===== src/rtl/shsq_pkg.sv =====
// Package of the half-step sequencer: item types, register codes, FSM types.
// Depends on nothing; used by every module of the block.
`default_nettype none

package shsq_pkg;

    localparam int STEPS_W = 23;
    localparam int SPR_W   = 16;
    localparam int RPM_W   = 10;
    localparam int WRAP_W  = SPR_W + 1;
    localparam int PROD_W  = WRAP_W + RPM_W;
    localparam int QUOT_W  = 26;
    localparam int CNT_W   = 5;

    localparam logic [QUOT_W-1:0] US_PER_MINUTE = 26'd60000000;
    localparam logic [CNT_W-1:0]  DIV_LAST      = 5'(QUOT_W - 1);
    localparam logic [SPR_W-1:0]  SPR_RESET     = 16'd4096;
    localparam logic [RPM_W-1:0]  RPM_RESET     = 10'd10;
    localparam logic [WRAP_W-1:0] WRAP_ZERO_SPR = 17'h10000;

    localparam logic REQ_MOVE = 1'b0;
    localparam logic REQ_TICK = 1'b1;

    typedef enum logic [0:0] {
        REG_STEPS_PER_REV = 1'b0,
        REG_SPEED_RPM     = 1'b1
    } reg_idx_t;

    typedef logic [3:0] coil_t;

    typedef struct packed {
        logic               req_type;
        logic signed [23:0] move_steps;
    } req_item_t;

    typedef struct packed {
        coil_t coils;
        logic  done_res;
    } res_item_t;

    typedef enum logic [2:0] {
        S_IDLE,
        S_MUL,
        S_DIV,
        S_MOVE,
        S_TICK
    } state_t;

    typedef struct packed {
        logic capture;
        logic mul_load;
        logic div_step;
        logic move_commit;
        logic tick_advance;
        logic tick_fire;
    } cmd_t;

    typedef struct packed {
        logic in_is_tick;
        logic running;
        logic tick_expire;
        logic div_last;
        logic out_free;
    } sts_t;

    function automatic coil_t half_step(input logic [2:0] idx);
        coil_t c;
        case (idx)
            3'd0:    c = 4'b0001;
            3'd1:    c = 4'b0011;
            3'd2:    c = 4'b0010;
            3'd3:    c = 4'b0110;
            3'd4:    c = 4'b0100;
            3'd5:    c = 4'b1100;
            3'd6:    c = 4'b1000;
            3'd7:    c = 4'b1001;
            default: c = 4'b0000;
        endcase
        return c;
    endfunction

endpackage

`default_nettype wire


===== src/rtl/stepper_half_step_sequencer.sv =====
// Top level of the half-step sequencer: APB register file, controller and datapath.
// Depends on shsq_pkg, shsq_ctrl and shsq_dp.
//
//   Port group   Handshake           Payload
//   req          req_valid/ready     req_item (req_type, move_steps)
//   res          res_valid/ready     res_item (coils, done_res)
//   cfg          psel/penable        paddr, pwdata, prdata (pready tied high)
//
// A tick item passes through S_TICK; a move item through S_MUL, S_DIV and S_MOVE, where
// the restoring divider retires one quotient bit per cycle over 26 bits.
// Reset clears all motion state and loads the register defaults; no clearing pass.
// A result waits in the output register; a later item that produces a result
// holds in its last state until that register is taken.
`default_nettype none

module stepper_half_step_sequencer #(
    parameter int INTERVAL_WIDTH = 16
) (
    input  wire                    clk,
    input  wire                    rst_n,
    input  wire                    req_valid,
    output logic                   req_ready,
    input  shsq_pkg::req_item_t    req_item,
    output logic                   res_valid,
    input  wire                    res_ready,
    output shsq_pkg::res_item_t    res_item,
    input  wire                    psel,
    input  wire                    penable,
    input  wire                    pwrite,
    input  wire [2:0]              paddr,
    input  wire [31:0]             pwdata,
    output logic [31:0]            prdata,
    output logic                   pready
);
    import shsq_pkg::*;

    logic [SPR_W-1:0] spr_reg;
    logic [RPM_W-1:0] rpm_reg;
    reg_idx_t         reg_idx;
    cmd_t             cmd;
    sts_t             sts;

    assign pready  = 1'b1;
    assign reg_idx = reg_idx_t'(paddr[2]);

    always_ff @(posedge clk or negedge rst_n)
    begin
        if (!rst_n)
        begin
            spr_reg <= SPR_RESET;
            rpm_reg <= RPM_RESET;
        end
        else if (psel && penable && pwrite && pready)
        begin
            case (reg_idx)
                REG_STEPS_PER_REV: spr_reg <= pwdata[SPR_W-1:0];
                REG_SPEED_RPM:     rpm_reg <= pwdata[RPM_W-1:0];
                default:           spr_reg <= spr_reg;
            endcase
        end
    end

    always_comb
    begin
        case (reg_idx)
            REG_STEPS_PER_REV: prdata = 32'(spr_reg);
            REG_SPEED_RPM:     prdata = 32'(rpm_reg);
            default:           prdata = '0;
        endcase
    end

    shsq_ctrl u_ctrl (
        .clk       (clk),
        .rst_n     (rst_n),
        .req_valid (req_valid),
        .req_ready (req_ready),
        .sts       (sts),
        .cmd       (cmd)
    );

    shsq_dp #(
        .INTERVAL_WIDTH (INTERVAL_WIDTH)
    ) u_dp (
        .clk           (clk),
        .rst_n         (rst_n),
        .req_item      (req_item),
        .steps_per_rev (spr_reg),
        .speed_rpm     (rpm_reg),
        .cmd           (cmd),
        .sts           (sts),
        .res_valid     (res_valid),
        .res_ready     (res_ready),
        .res_item      (res_item)
    );

endmodule

`default_nettype wire


===== src/rtl/shsq_ctrl.sv =====
// Controller of the half-step sequencer: sequences item capture, divide, commit and ticks.
// Depends on shsq_pkg; drives shsq_dp through command and status structs.
`default_nettype none

module shsq_ctrl (
    input  wire               clk,
    input  wire               rst_n,
    input  wire               req_valid,
    output logic              req_ready,
    input  shsq_pkg::sts_t    sts,
    output shsq_pkg::cmd_t    cmd
);
    import shsq_pkg::*;

    state_t state_reg;
    state_t state_next;

    always_ff @(posedge clk or negedge rst_n)
    begin
        if (!rst_n)
        begin
            state_reg <= S_IDLE;
        end
        else
        begin
            state_reg <= state_next;
        end
    end

    always_comb
    begin
        state_next = state_reg;
        case (state_reg)
            S_IDLE:
            begin
                if (req_valid)
                begin
                    state_next = sts.in_is_tick ? S_TICK : S_MUL;
                end
            end
            S_MUL:
            begin
                state_next = S_DIV;
            end
            S_DIV:
            begin
                if (sts.div_last)
                begin
                    state_next = S_MOVE;
                end
            end
            S_MOVE:
            begin
                if (sts.out_free)
                begin
                    state_next = S_IDLE;
                end
            end
            S_TICK:
            begin
                if (!sts.running || !sts.tick_expire || sts.out_free)
                begin
                    state_next = S_IDLE;
                end
            end
            default:
            begin
                state_next = S_IDLE;
            end
        endcase
    end

    always_comb
    begin
        cmd       = '0;
        req_ready = 1'b0;
        case (state_reg)
            S_IDLE:
            begin
                req_ready   = 1'b1;
                cmd.capture = req_valid;
            end
            S_MUL:
            begin
                cmd.mul_load = 1'b1;
            end
            S_DIV:
            begin
                cmd.div_step = 1'b1;
            end
            S_MOVE:
            begin
                cmd.move_commit = sts.out_free;
            end
            S_TICK:
            begin
                cmd.tick_advance = sts.running && !sts.tick_expire;
                cmd.tick_fire    = sts.running && sts.tick_expire && sts.out_free;
            end
            default:
            begin
                cmd = '0;
            end
        endcase
    end

endmodule

`default_nettype wire


===== src/rtl/shsq_dp.sv =====
// Datapath of the half-step sequencer: restoring divider, motion state, result register.
// Depends on shsq_pkg; commanded by shsq_ctrl.
`default_nettype none

module shsq_dp #(
    parameter int INTERVAL_WIDTH = 16
) (
    input  wire                                clk,
    input  wire                                rst_n,
    input  shsq_pkg::req_item_t                req_item,
    input  wire [shsq_pkg::SPR_W-1:0]          steps_per_rev,
    input  wire [shsq_pkg::RPM_W-1:0]          speed_rpm,
    input  shsq_pkg::cmd_t                     cmd,
    output shsq_pkg::sts_t                     sts,
    output logic                               res_valid,
    input  wire                                res_ready,
    output shsq_pkg::res_item_t                res_item
);
    import shsq_pkg::*;

    localparam logic [32:0] IMAX = (33'd1 << INTERVAL_WIDTH) - 33'd1;

    logic signed [23:0]        steps_in_reg;
    logic [PROD_W-1:0]         prod_reg;
    logic [PROD_W-1:0]         rem_reg;
    logic [PROD_W-1:0]         rem_next;
    logic [QUOT_W-1:0]         quot_reg;
    logic [QUOT_W-1:0]         quot_next;
    logic [CNT_W-1:0]          cnt_reg;
    logic [INTERVAL_WIDTH-1:0] tick_reg;
    logic [INTERVAL_WIDTH-1:0] interval_reg;
    logic [INTERVAL_WIDTH-1:0] interval_next;
    logic [STEPS_W-1:0]        steps_reg;
    logic [SPR_W-1:0]          pos_reg;
    logic [SPR_W-1:0]          pos_next;
    logic                      fwd_reg;
    logic                      run_reg;
    logic                      out_valid_reg;
    res_item_t                 out_reg;

    logic [WRAP_W-1:0]         wrap;
    logic [PROD_W:0]           rem_shift;
    logic [INTERVAL_WIDTH-1:0] tick_inc;
    logic [WRAP_W-1:0]         pos_inc;
    logic [32:0]               quot_wide;

    assign wrap      = (steps_per_rev == '0) ? WRAP_ZERO_SPR : {1'b0, steps_per_rev};
    assign rem_shift = {rem_reg, quot_reg[QUOT_W-1]};
    assign tick_inc  = tick_reg + 1'b1;
    assign pos_inc   = {1'b0, pos_reg} + 1'b1;
    assign quot_wide = 33'(quot_reg);

    always_comb
    begin
        if (rem_shift >= {1'b0, prod_reg})
        begin
            rem_next  = PROD_W'(rem_shift - {1'b0, prod_reg});
            quot_next = {quot_reg[QUOT_W-2:0], 1'b1};
        end
        else
        begin
            rem_next  = rem_shift[PROD_W-1:0];
            quot_next = {quot_reg[QUOT_W-2:0], 1'b0};
        end
    end

    always_comb
    begin
        if (speed_rpm == '0 || quot_wide > IMAX)
        begin
            interval_next = INTERVAL_WIDTH'(IMAX);
        end
        else if (quot_reg == '0)
        begin
            interval_next = INTERVAL_WIDTH'(1);
        end
        else
        begin
            interval_next = INTERVAL_WIDTH'(quot_wide);
        end
    end

    always_comb
    begin
        if (fwd_reg)
        begin
            pos_next = (pos_inc >= wrap) ? '0 : pos_inc[SPR_W-1:0];
        end
        else if (pos_reg == '0)
        begin
            pos_next = SPR_W'(wrap - 1'b1);
        end
        else
        begin
            pos_next = pos_reg - 1'b1;
        end
    end

    always_ff @(posedge clk)
    begin
        if (cmd.capture)
        begin
            steps_in_reg <= req_item.move_steps;
        end
        if (cmd.mul_load)
        begin
            prod_reg <= PROD_W'(wrap) * PROD_W'(speed_rpm);
            rem_reg  <= '0;
            quot_reg <= US_PER_MINUTE;
        end
        else if (cmd.div_step)
        begin
            rem_reg  <= rem_next;
            quot_reg <= quot_next;
        end
        if (cmd.move_commit || cmd.tick_fire)
        begin
            if (cmd.tick_fire && steps_reg != '0)
            begin
                out_reg.coils <= half_step(pos_next[2:0]);
            end
            else
            begin
                out_reg.coils <= '0;
            end
            out_reg.done_res <= cmd.tick_fire && steps_reg == '0;
        end
    end

    always_ff @(posedge clk or negedge rst_n)
    begin
        if (!rst_n)
        begin
            cnt_reg       <= '0;
            tick_reg      <= '0;
            interval_reg  <= INTERVAL_WIDTH'(1);
            steps_reg     <= '0;
            pos_reg       <= '0;
            fwd_reg       <= 1'b0;
            run_reg       <= 1'b0;
            out_valid_reg <= 1'b0;
        end
        else
        begin
            if (cmd.mul_load)
            begin
                cnt_reg <= '0;
            end
            else if (cmd.div_step)
            begin
                cnt_reg <= cnt_reg + 1'b1;
            end

            if (cmd.move_commit)
            begin
                steps_reg    <= (steps_in_reg[23] && steps_in_reg[22:0] == '0)
                                ? {STEPS_W{1'b1}}
                                : STEPS_W'(steps_in_reg[23] ? -steps_in_reg : steps_in_reg);
                fwd_reg      <= !steps_in_reg[23] && steps_in_reg != '0;
                pos_reg      <= '0;
                tick_reg     <= '0;
                interval_reg <= interval_next;
                run_reg      <= 1'b1;
            end
            else if (cmd.tick_advance)
            begin
                tick_reg <= tick_inc;
            end
            else if (cmd.tick_fire)
            begin
                tick_reg <= '0;
                if (steps_reg == '0)
                begin
                    run_reg <= 1'b0;
                end
                else
                begin
                    pos_reg   <= pos_next;
                    steps_reg <= steps_reg - 1'b1;
                end
            end

            if (cmd.move_commit || cmd.tick_fire)
            begin
                out_valid_reg <= 1'b1;
            end
            else if (res_ready)
            begin
                out_valid_reg <= 1'b0;
            end
        end
    end

    assign sts.in_is_tick  = (req_item.req_type == REQ_TICK);
    assign sts.running     = run_reg;
    assign sts.tick_expire = tick_inc >= interval_reg;
    assign sts.div_last    = cnt_reg == DIV_LAST;
    assign sts.out_free    = !out_valid_reg || res_ready;

    assign res_valid = out_valid_reg;
    assign res_item  = out_reg;

endmodule

`default_nettype wire


===== config.mk =====
export PLATFORM = sky130hd
export DESIGN_NAME = stepper_half_step_sequencer
export DESIGN_NICKNAME = d
export VERILOG_FILES = /design/src/rtl/shsq_pkg.sv /design/src/rtl/stepper_half_step_sequencer.sv /design/src/rtl/shsq_ctrl.sv /design/src/rtl/shsq_dp.sv
export SDC_FILE = /design/constraint.sdc
export NUM_CORES = 1
export LEC_CHECK = 0
export BUFFER_PORTS_ARGS = -buffer_cell sky130_fd_sc_hd__buf_4
export CAP_MARGIN = 10
export CELL_PAD_IN_SITES_DETAIL_PLACEMENT = 0
export CELL_PAD_IN_SITES_GLOBAL_PLACEMENT = 1
export CORE_MARGIN = 4
export CORE_UTILIZATION = 52
export DETAILED_ROUTE_END_ITERATION = 16
export GPL_TIMING_DRIVEN = 0
export PLACE_DENSITY = 0.95
export SKIP_LAST_GASP = 1
export SYNTH_ARGS = -nofsm -noshare
export SYNTH_HDL_FRONTEND = slang
export SYNTH_SLANG_ARGS = --single-unit

===== constraint.sdc =====
create_clock -name clk -period 10.2 [get_ports clk]
set_clock_uncertainty 0.15 [all_clocks]
set_input_delay 2.04 -clock clk [delete_from_list [all_inputs] [get_ports clk]]
set_output_delay 2.04 -clock clk [all_outputs]
set_load 0.05 [all_outputs]

==> results of run 1 <==
-- through the flow --
stage | std cells | worst slack, ns | utilization [%] | hold slack, ns | cell area, um2
2_1_floorplan | 2073 | 4.020 | - | 0.2851 | 18360
3_3_place_gp | 2598 | 3.242 | 56.19 | 0.3070 | 19460
3_5_place_dp | 2599 | 3.161 | 56.28 | 0.3085 | 19490
4_1_cts | 2645 | 3.137 | 58.64 | 0.3185 | 20300
5_1_grt | 2645 | 2.807 | 58.64 | 0.3734 | 20300
6_report | 2645 | 3.074 | 58.64 | 0.3197 | 20300
-- cells in the mapped netlist (8+ instances only) --
| library cell | number | share of area [%] |
|---|---|---|
| inv_1 | 225 | 4.6 |
| nand2_1 | 200 | 4.1 |
| o21ai_0 | 181 | 4.9 |
| ha_1 | 130 | 8.9 |
| fa_1 | 119 | 13 |
| nor2_1 | 116 | 2.4 |
| dfrtp_1 | 104 | 14 |
| a21oi_1 | 96 | 2.6 |
| and2_1 | 93 | 3.2 |
| clkbuf_1 | 90 | 1.8 |
| xnor2_1 | 63 | 3.0 |
| edfxtp_1 | 56 | 9.2 |
| dfxtp_1 | 53 | 5.8 |
| nand3_1 | 49 | 1.3 |
| xor2_1 | 31 | 1.5 |
| a21o_1 | 28 | 1.1 |
| nor3_1 | 28 | 0.77 |
| mux2_2 | 27 | 1.7 |
| a22o_1 | 22 | 1.1 |
| nor4_1 | 21 | 0.72 |
| a31oi_1 | 20 | 0.68 |
| mux2i_1 | 19 | 1.0 |
| nand2b_1 | 19 | 0.65 |
| buf_4 | 17 | 0.70 |
| o31ai_1 | 17 | 0.70 |
| a211oi_1 | 16 | 0.66 |
| and3_1 | 16 | 0.55 |
| o21a_1 | 16 | 0.66 |
| nand4_1 | 13 | 0.44 |
| o211ai_1 | 12 | 0.49 |
| or3_1 | 12 | 0.41 |
| o21bai_1 | 10 | 0.41 |
| o22a_1 | 10 | 0.48 |
| a32oi_1 | 8 | 0.38 |
| nor2b_1 | 8 | 0.27 |
-- routing by layer --
layer	wire length (um)	share of wire, %	track usage, %
met3	3044	6.4	3.951
met1	20540	43	33.38
met2	22220	47	40.49
met5	0	0	0
met4	1647	3.5	8.482
-- critical path, cell delays in order, from the launching register on --
cell	delay, ns
dfstp_2	0.53
clkbuf_1	0.44
clkbuf_1	0.50
nand2_1	0.16
fa_1	0.57
inv_1	0.05
fa_1	0.51
inv_1	0.06
fa_1	0.47
inv_1	0.05
fa_1	0.53
inv_1	0.05
fa_1	0.55
inv_1	0.05
ha_1	0.33
o21a_1	0.12
o21a_1	0.17
o21a_1	0.23
a311oi_1	0.61
o311a_1	0.31
a21o_1	0.18
a31o_2	0.17
xnor2_1	0.06
-- worst paths after layout --
kind                                  start                   end  slack, ns  cells past startpoint
setup / recovery                 rpm_reg[3]     u_dp.prod_reg[26]       3.07                     22
hold reg to reg            u_dp.quot_reg[0]      u_dp.quot_reg[0]       0.32                      2
max in group asynchronous             rst_n            rpm_reg[3]       7.93                      2
min in group asynchronous             rst_n  u_dp.interval_reg[5]       1.19                      1
hold / removal             u_dp.quot_reg[0]      u_dp.quot_reg[0]       0.32                      2
setup reg to reg                 rpm_reg[3]     u_dp.prod_reg[26]       3.07                     22
-- layout make-up --
cell class / count / area (um2)
tap: 455 / 569.3
multi-input combinational: 1512 / 11530
timing repair buffer: 71 / 556.8
clock buffer: 39 / 729.5
clock inverter: 7 / 86.33
sequential: 217 / 5450
buffer: 119 / 539.3
fill: 3014 / 14320
inverter: 225 / 844.6
-- logic make-up after synthesis --
kind of cell / Yosys count
AND/OR/NAND/NOR: 612
other: 2
buffers and inverters: 344
multiplexers: 46
XOR/XNOR: 94
AO/OA/AOI/OAI: 494
flip-flops: 217
adder cells (fa/ha/maj): 249
==> key figures, run 1 <==
Synthesis
  – Area share of and/or/nand/nor cells after synthesis: 16.58%
  – Post-synthesis average cell area: 8.895 um2
  – Combinational family with the most area after synthesis: adder cells
  – Multiplexer fraction of the synthesized cell area: 2.700%
  – Number of synthesized flops with an enable pin: 56
  – Warnings from Yosys: 0
  – Synthesized-area fraction occupied by ao, oa, aoi and oai cells: 16.95%
  – Number of distinct library cells after synthesis: 81
  – Share of the yosys chip area belonging to registers: 29.77%
  – Share of flip-flops with an asynchronous set or reset: 49.77%
  – Post-Synth Adder-Cell Area: 21.90%
  – Total of flip-flops plus latches after synthesis: 217
  – Synth Cell Area: 18310 um2
  – Flip-flop cell with the highest count after synthesis: dfrtp_1
  – XOR/XNOR share of the synthesized area: 4.497%
  – Instance count of the mapped netlist: 2058

Layout
  – # nets final: 2487
  – Inserted Diodes: 0
  – Synthesis-to-finish area growth: 10.92%
  – Ratio of cells with drive above 1 in the final layout: 8.356%
  – Most used cells in the layout excluding fill and tap cells: inv_1, nand2_1, o21ai_0, ha_1, fa_1
  – Leading cell type in the layout, fill and taps excluded: inv_1

STA
  – Count of final hold-check violations: 0
  – Number of pins with negative max-slew slack in the final report: 0
  – Highest clock frequency the design can meet: 0.1403 GHz
  – Transition time of the tightest slew-check pin: 1.309 ns
  – Final setup violation count: 0
  – Worst slew slack as a fraction of its limit: 12.55%
  – Sum of negative setup slack: 0 ns
  – Ratio of final minimum period to clock period: 69.86%
  – Setup repair after global routing missed its margin: false
  – Post-layout min period: 7.126 ns

Floorplanning
  – Die Area: 38270 um2
  – Total number of placement rows: 68
  – Core region area: 34630 um2
  – Chip Width: 195.6 um
  – Initial Util: 52.87%
  – Count of boundary I/O pins: 107
  – Die Y-Extent: 195.6 um

Routing
  – DR DRC count: 0
  – Detailed-route wire length: 47.45 mm
  – Number of antenna-violating nets in the routed design: 0
  – Via count: 15319
  – WL/cell: 17.94 um
  – Detailed-router iteration count before antenna repair: 6
  – Iteration-0 DRC count of the detailed router: 1066
  – Vias per cell: 5.792

CTS
  – Root buffer cell: clkbuf_16
  – Number of sinks on the clock net: 217
  – Max H-tree Level: 1
  – Number of buffers created by CTS: 25
  – Clock slew seen by the registers of the worst setup and hold paths: 0.06 ns
  – TritonCTS clock tree: built
  – Number of buffers between clock root and the deepest sink: 3
  – Post-CTS Setup Bufs: 0
  – Count of cells resized by post-cts repair: 0
  – Post-cts hold buffer count: 0
  – Insertion delay to the later sink of the worst-skew pair: 0.54 ns

Run
  – Max-Cap Viols: 0

GRT
  – Total congestion overflow after global routing: 0
  – Initial antenna violation count: 0
  – Via count of the first global-routing pass: 15538
  – Wire length of the first global-routing pass: 78.76 mm
  – GRT Util Overall: 24.65%
  – Maximum number of pins on one net before global-route repair: 92

Worst setup path
  – Crit path max fanout: 10
  – Worst EP required: 10.33 ns
  – Crit. End Element: flop
  – Startpoint type of the worst setup path: flop
  – WS Path Type: flop to flop
  – Endpoint arrival time on the critical path: 7.26 ns

Worst hold path
  – Path category of the worst min-delay check: flop to flop

Placed design
  – Placer Congestion: 0.9409
  – Dpl hpwl: 36.31 mm
  – Number of I/O port buffers: 70

Run status
  – Result of the run: completed
Power of run 1 is left out: the tool's default activity adds up to more than one toggle a clock period on the data nets, which glitch-free logic cannot reach.
==> run 2, diff against run 1 <==
ABC_AREA = 1   (was default)
CORE_UTILIZATION = 42   (was 52)
PLACE_DENSITY = 0.86   (was 0.95)
clock period = 6.45 ns   (was 10.2 ns; I/O delays follow)
==> key figures, run 2 <==
Worst setup path
  – Critical path buffer and inverter count: 6
  – Critical R2R Capture: u_dp.prod_reg[23]
  – Worst EP required: 6.60 ns
  – Logic depth of the worst register-to-register path: 19
  – Max stage delay cell, worst path: fa_1
  – Crit path max fanout: 10
  – WS Path Type: flop to flop
  – Start of the worst register-to-register path: rpm_reg[6]
  – Crit. End Element: flop
  – Endpoint arrival time on the critical path: 6.24 ns
  – Kind of cell with the highest combined delay on the critical path: adder cells
  – Delay of the slowest cell on the worst path: 0.57 ns
  – Sequence of cells on the critical path: clkbuf_1 -> clkbuf_2 -> nand2_1 -> inv_1 -> fa_1 -> fa_1 -> fa_1 -> fa_1 -> inv_1 -> fa_1 -> inv_1 -> ha_1 -> clkbuf_1 -> a21oi_1 -> o21ai_0 -> a211oi_1 -> nand3_1 -> a21oi_1 -> xnor2_1
  – Startpoint type of the worst setup path: flop
  – Slack of the worst reg-to-reg path: 0.35 ns
  – Cell type with the highest occurrence count on the critical path: fa_1

Layout
  – Inserted Diodes: 0
  – Most used cells in the layout excluding fill and tap cells: nand2_1, inv_1, nor2_1, nand3_1, ha_1
  – Ratio of cells with drive above 1 in the final layout: 8.544%
  – Filler instances: 4629
  – Synthesis-to-finish area growth: 11.57%
  – Leading cell type in the layout, fill and taps excluded: nand2_1
  – Area used by multi-input combinational logic: 11690 um2
  – Footprint of the flip-flops and latches: 5450 um2
  – Post-layout instance area: 21620 um2
  – # nets final: 3023

STA
  – Number of pins with negative max-slew slack in the final report: 0
  – Highest clock frequency the design can meet: 0.1640 GHz
  – Final setup violation count: 0
  – Count of final hold-check violations: 0
  – Ratio of final minimum period to clock period: 94.51%
  – Transition time of the tightest slew-check pin: 0.7251 ns
  – Post-layout min period: 6.096 ns
  – Setup repair after global routing missed its margin: false
  – Worst slew slack as a fraction of its limit: 51.66%
  – Sum of negative setup slack: 0 ns

Pwr
  – Lkg Pwr: 11.44 nW
  – Part of the power in registers: 20.6%
  – Clock power frac: 12.4%
  – Power density of the placed cells: 540.5 nW/um2
  – Max VDD drop: 369.6 uV
  – Switching Power: 6.024 mW
  – Internal Pwr Total: 5.665 mW
  – Switching share of total power: 51.54%
  – Part of the total power dissipated in combinational logic: 66.9%

Placed design
  – Placer Congestion: 0.9818
  – Dpl hpwl: 41.68 mm
  – Number of I/O port buffers: 70
  – Post-placement cell area: 20790 um2

Routing
  – WL/cell: 15.85 um
  – DR DRC count: 0
  – Number of antenna-violating nets in the routed design: 0
  – Vias per cell: 5.159
  – Via count: 17164
  – Detailed-route wire length: 52.74 mm
  – Detailed-router iteration count before antenna repair: 5
  – Iteration-0 DRC count of the detailed router: 1243

CTS
  – TritonCTS clock tree: built
  – Max H-tree Level: 1
  – Number of buffers created by CTS: 26
  – Insertion delay to the later sink of the worst-skew pair: 0.57 ns
  – Number of buffers between clock root and the deepest sink: 3
  – Number of sinks on the clock net: 217
  – Post-cts hold buffer count: 0
  – Clock slew seen by the registers of the worst setup and hold paths: 0.06 ns
  – Root buffer cell: clkbuf_16

Synthesis
  – Number of distinct library cells after synthesis: 61
  – Flip-flop cell with the highest count after synthesis: dfrtp_1
  – Most area-consuming cells after synthesis: dfrtp_1, fa_1, nand2_1, inv_1, edfxtp_1
  – Share of the yosys chip area belonging to registers: 28.12%
  – Most used standard cell by instance count after synthesis: nand2_1
  – Number of synthesized flops with an enable pin: 56
  – Post-synthesis average cell area: 7.469 um2
  – Synth Cell Area: 19380 um2
  – Synth top area share: 13.43%
  – Warnings from Yosys: 0
  – Post-synth top area cell: dfrtp_1
  – Most common library cells after synthesis: nand2_1, inv_1, nor2_1
  – Share of flip-flops with an asynchronous set or reset: 49.77%
  – Instance count of the mapped netlist: 2595
  – Total of flip-flops plus latches after synthesis: 217

Floorplanning
  – Initial Util: 42.62%
  – Chip Width: 222.8 um
  – Count of boundary I/O pins: 107
  – Core region area: 45480 um2
  – Total number of placement rows: 78
  – Die Area: 49650 um2
  – Die Y-Extent: 222.8 um

Run status
  – Result of the run: completed

GRT
  – Total congestion overflow after global routing: 0
  – Initial antenna violation count: 0
  – Wire length of the first global-routing pass: 86.86 mm
  – GRT Util Overall: 21.09%
  – Via count of the first global-routing pass: 16947
  – Maximum number of pins on one net before global-route repair: 76

Worst hold path
  – Start point of the worst min-delay path: u_dp.rem_reg[22]
  – Path category of the worst min-delay check: flop to flop
  – Sink of the worst hold path: u_dp.rem_reg[22]
  – Hold path depth: 2

Run
  – Max-Cap Viols: 0
[run 2: cell types whose count changed in the layout (fill, tap and decap cells not counted), moves of 22 or more]
| cell | change |
|---|---|
| clkbuf_1 | -37 |
| nor2_1 | +63 |
| nand2_1 | +424 |
| and2_1 | -92 |
| a22o_1 | -22 |
| mux2_2 | -27 |
| xnor2_1 | -44 |
| inv_1 | +245 |
| o21ai_0 | -53 |
| xor2_1 | +34 |
| nand3_1 | +122 |
[run 2: cells by family (layout without fill, tap and decap cells)]
group	count (synthesis)	in the layout	synth area share, %
other cells	2	17	0.03875
buf+inv	583	700	11.90
flops	217	217	28.12
simple gates	1118	1118	25.18
fa+ha+maj	249	249	20.68
compound gates	341	341	10.21
xor+xnor	85	85	3.880
[run 2: worst max-delay path by stage]
| stage | from | endpoint | slack (ns) | depth (start not counted) |
|---|---|---|---|---|
| floorplan | rpm_reg[3] | u_dp.prod_reg[13] | 0.95 | 20 |
| global placement | rpm_reg[3] | u_dp.prod_reg[26] | 0.08 | 21 |
| detailed placement | rpm_reg[3] | u_dp.prod_reg[26] | 0.05 | 21 |
| CTS | rpm_reg[3] | u_dp.prod_reg[26] | 0.04 | 21 |
| global route | spr_reg[0] | u_dp.prod_reg[26] | 0.02 | 20 |
| finish | rpm_reg[6] | u_dp.prod_reg[23] | 0.35 | 19 |
[run 2: layer usage]
metal	share of wire, %	vias up	GRT usage (%)
met4	2.3	0	5.528
met5	0	-	0
met2	46	492	34.70
li1	-	8430	-
met3	5.6	84	2.748
met1	46	8158	29.55
[run 2: tightest hold or removal path, delay by kind of cell, from the launching register on]
family	cells	cell delay, ns
DFF	1	0.32
and+or+nand+nor	2	0.12
[run 2: timing repair]
| action | in CTS | in global routing |
|---|---|---|
| endpoints found under the setup margin | 0 | 15 |
| gates resized for setup | 0 | 7 |
| buffers inserted | 0 | 0 |
[run 2: layout make-up]
type | count | area share, %
multi-input combinational | 1810 | 54.06
sequential | 217 | 25.20
tap | 600 | 3.472
buffer | 99 | 2.297
clock inverter | 9 | 0.4050
clock buffer | 39 | 3.472
inverter | 480 | 8.332
timing repair buffer | 73 | 2.754
[run 2: power groups by stage]
stage          sequential (mW)  clock, mW  combinational [mW]
2_1_floorplan             2.33          0                5.98
3_3_place_gp              2.39          0                7.65
3_5_place_dp              2.40          0                7.81
4_1_cts                   2.38       1.49                7.86
5_1_grt                   2.46       1.54                9.02
6_report                  2.41       1.45                7.82
[run 2: per-stage QoR]
| step | worst slack [ns] | hold slack, ns | power (mW) | utilization [%] | cells |
|---|---|---|---|---|---|
| after floorplan | 0.9512 | 0.2957 | 8.303 | - | 2610 |
| after global placement | 0.08406 | 0.3088 | 10.04 | 45.55 | 3280 |
| after detailed placement | 0.05080 | 0.3116 | 10.21 | 45.72 | 3283 |
| after CTS | 0.04328 | 0.3226 | 11.73 | 47.57 | 3331 |
| after global routing | 0.02400 | 0.3507 | 13.01 | 47.55 | 3327 |
| final | 0.3542 | 0.3255 | 11.69 | 47.55 | 3327 |
No activity file was read; power rests on OpenSTA's default activity.
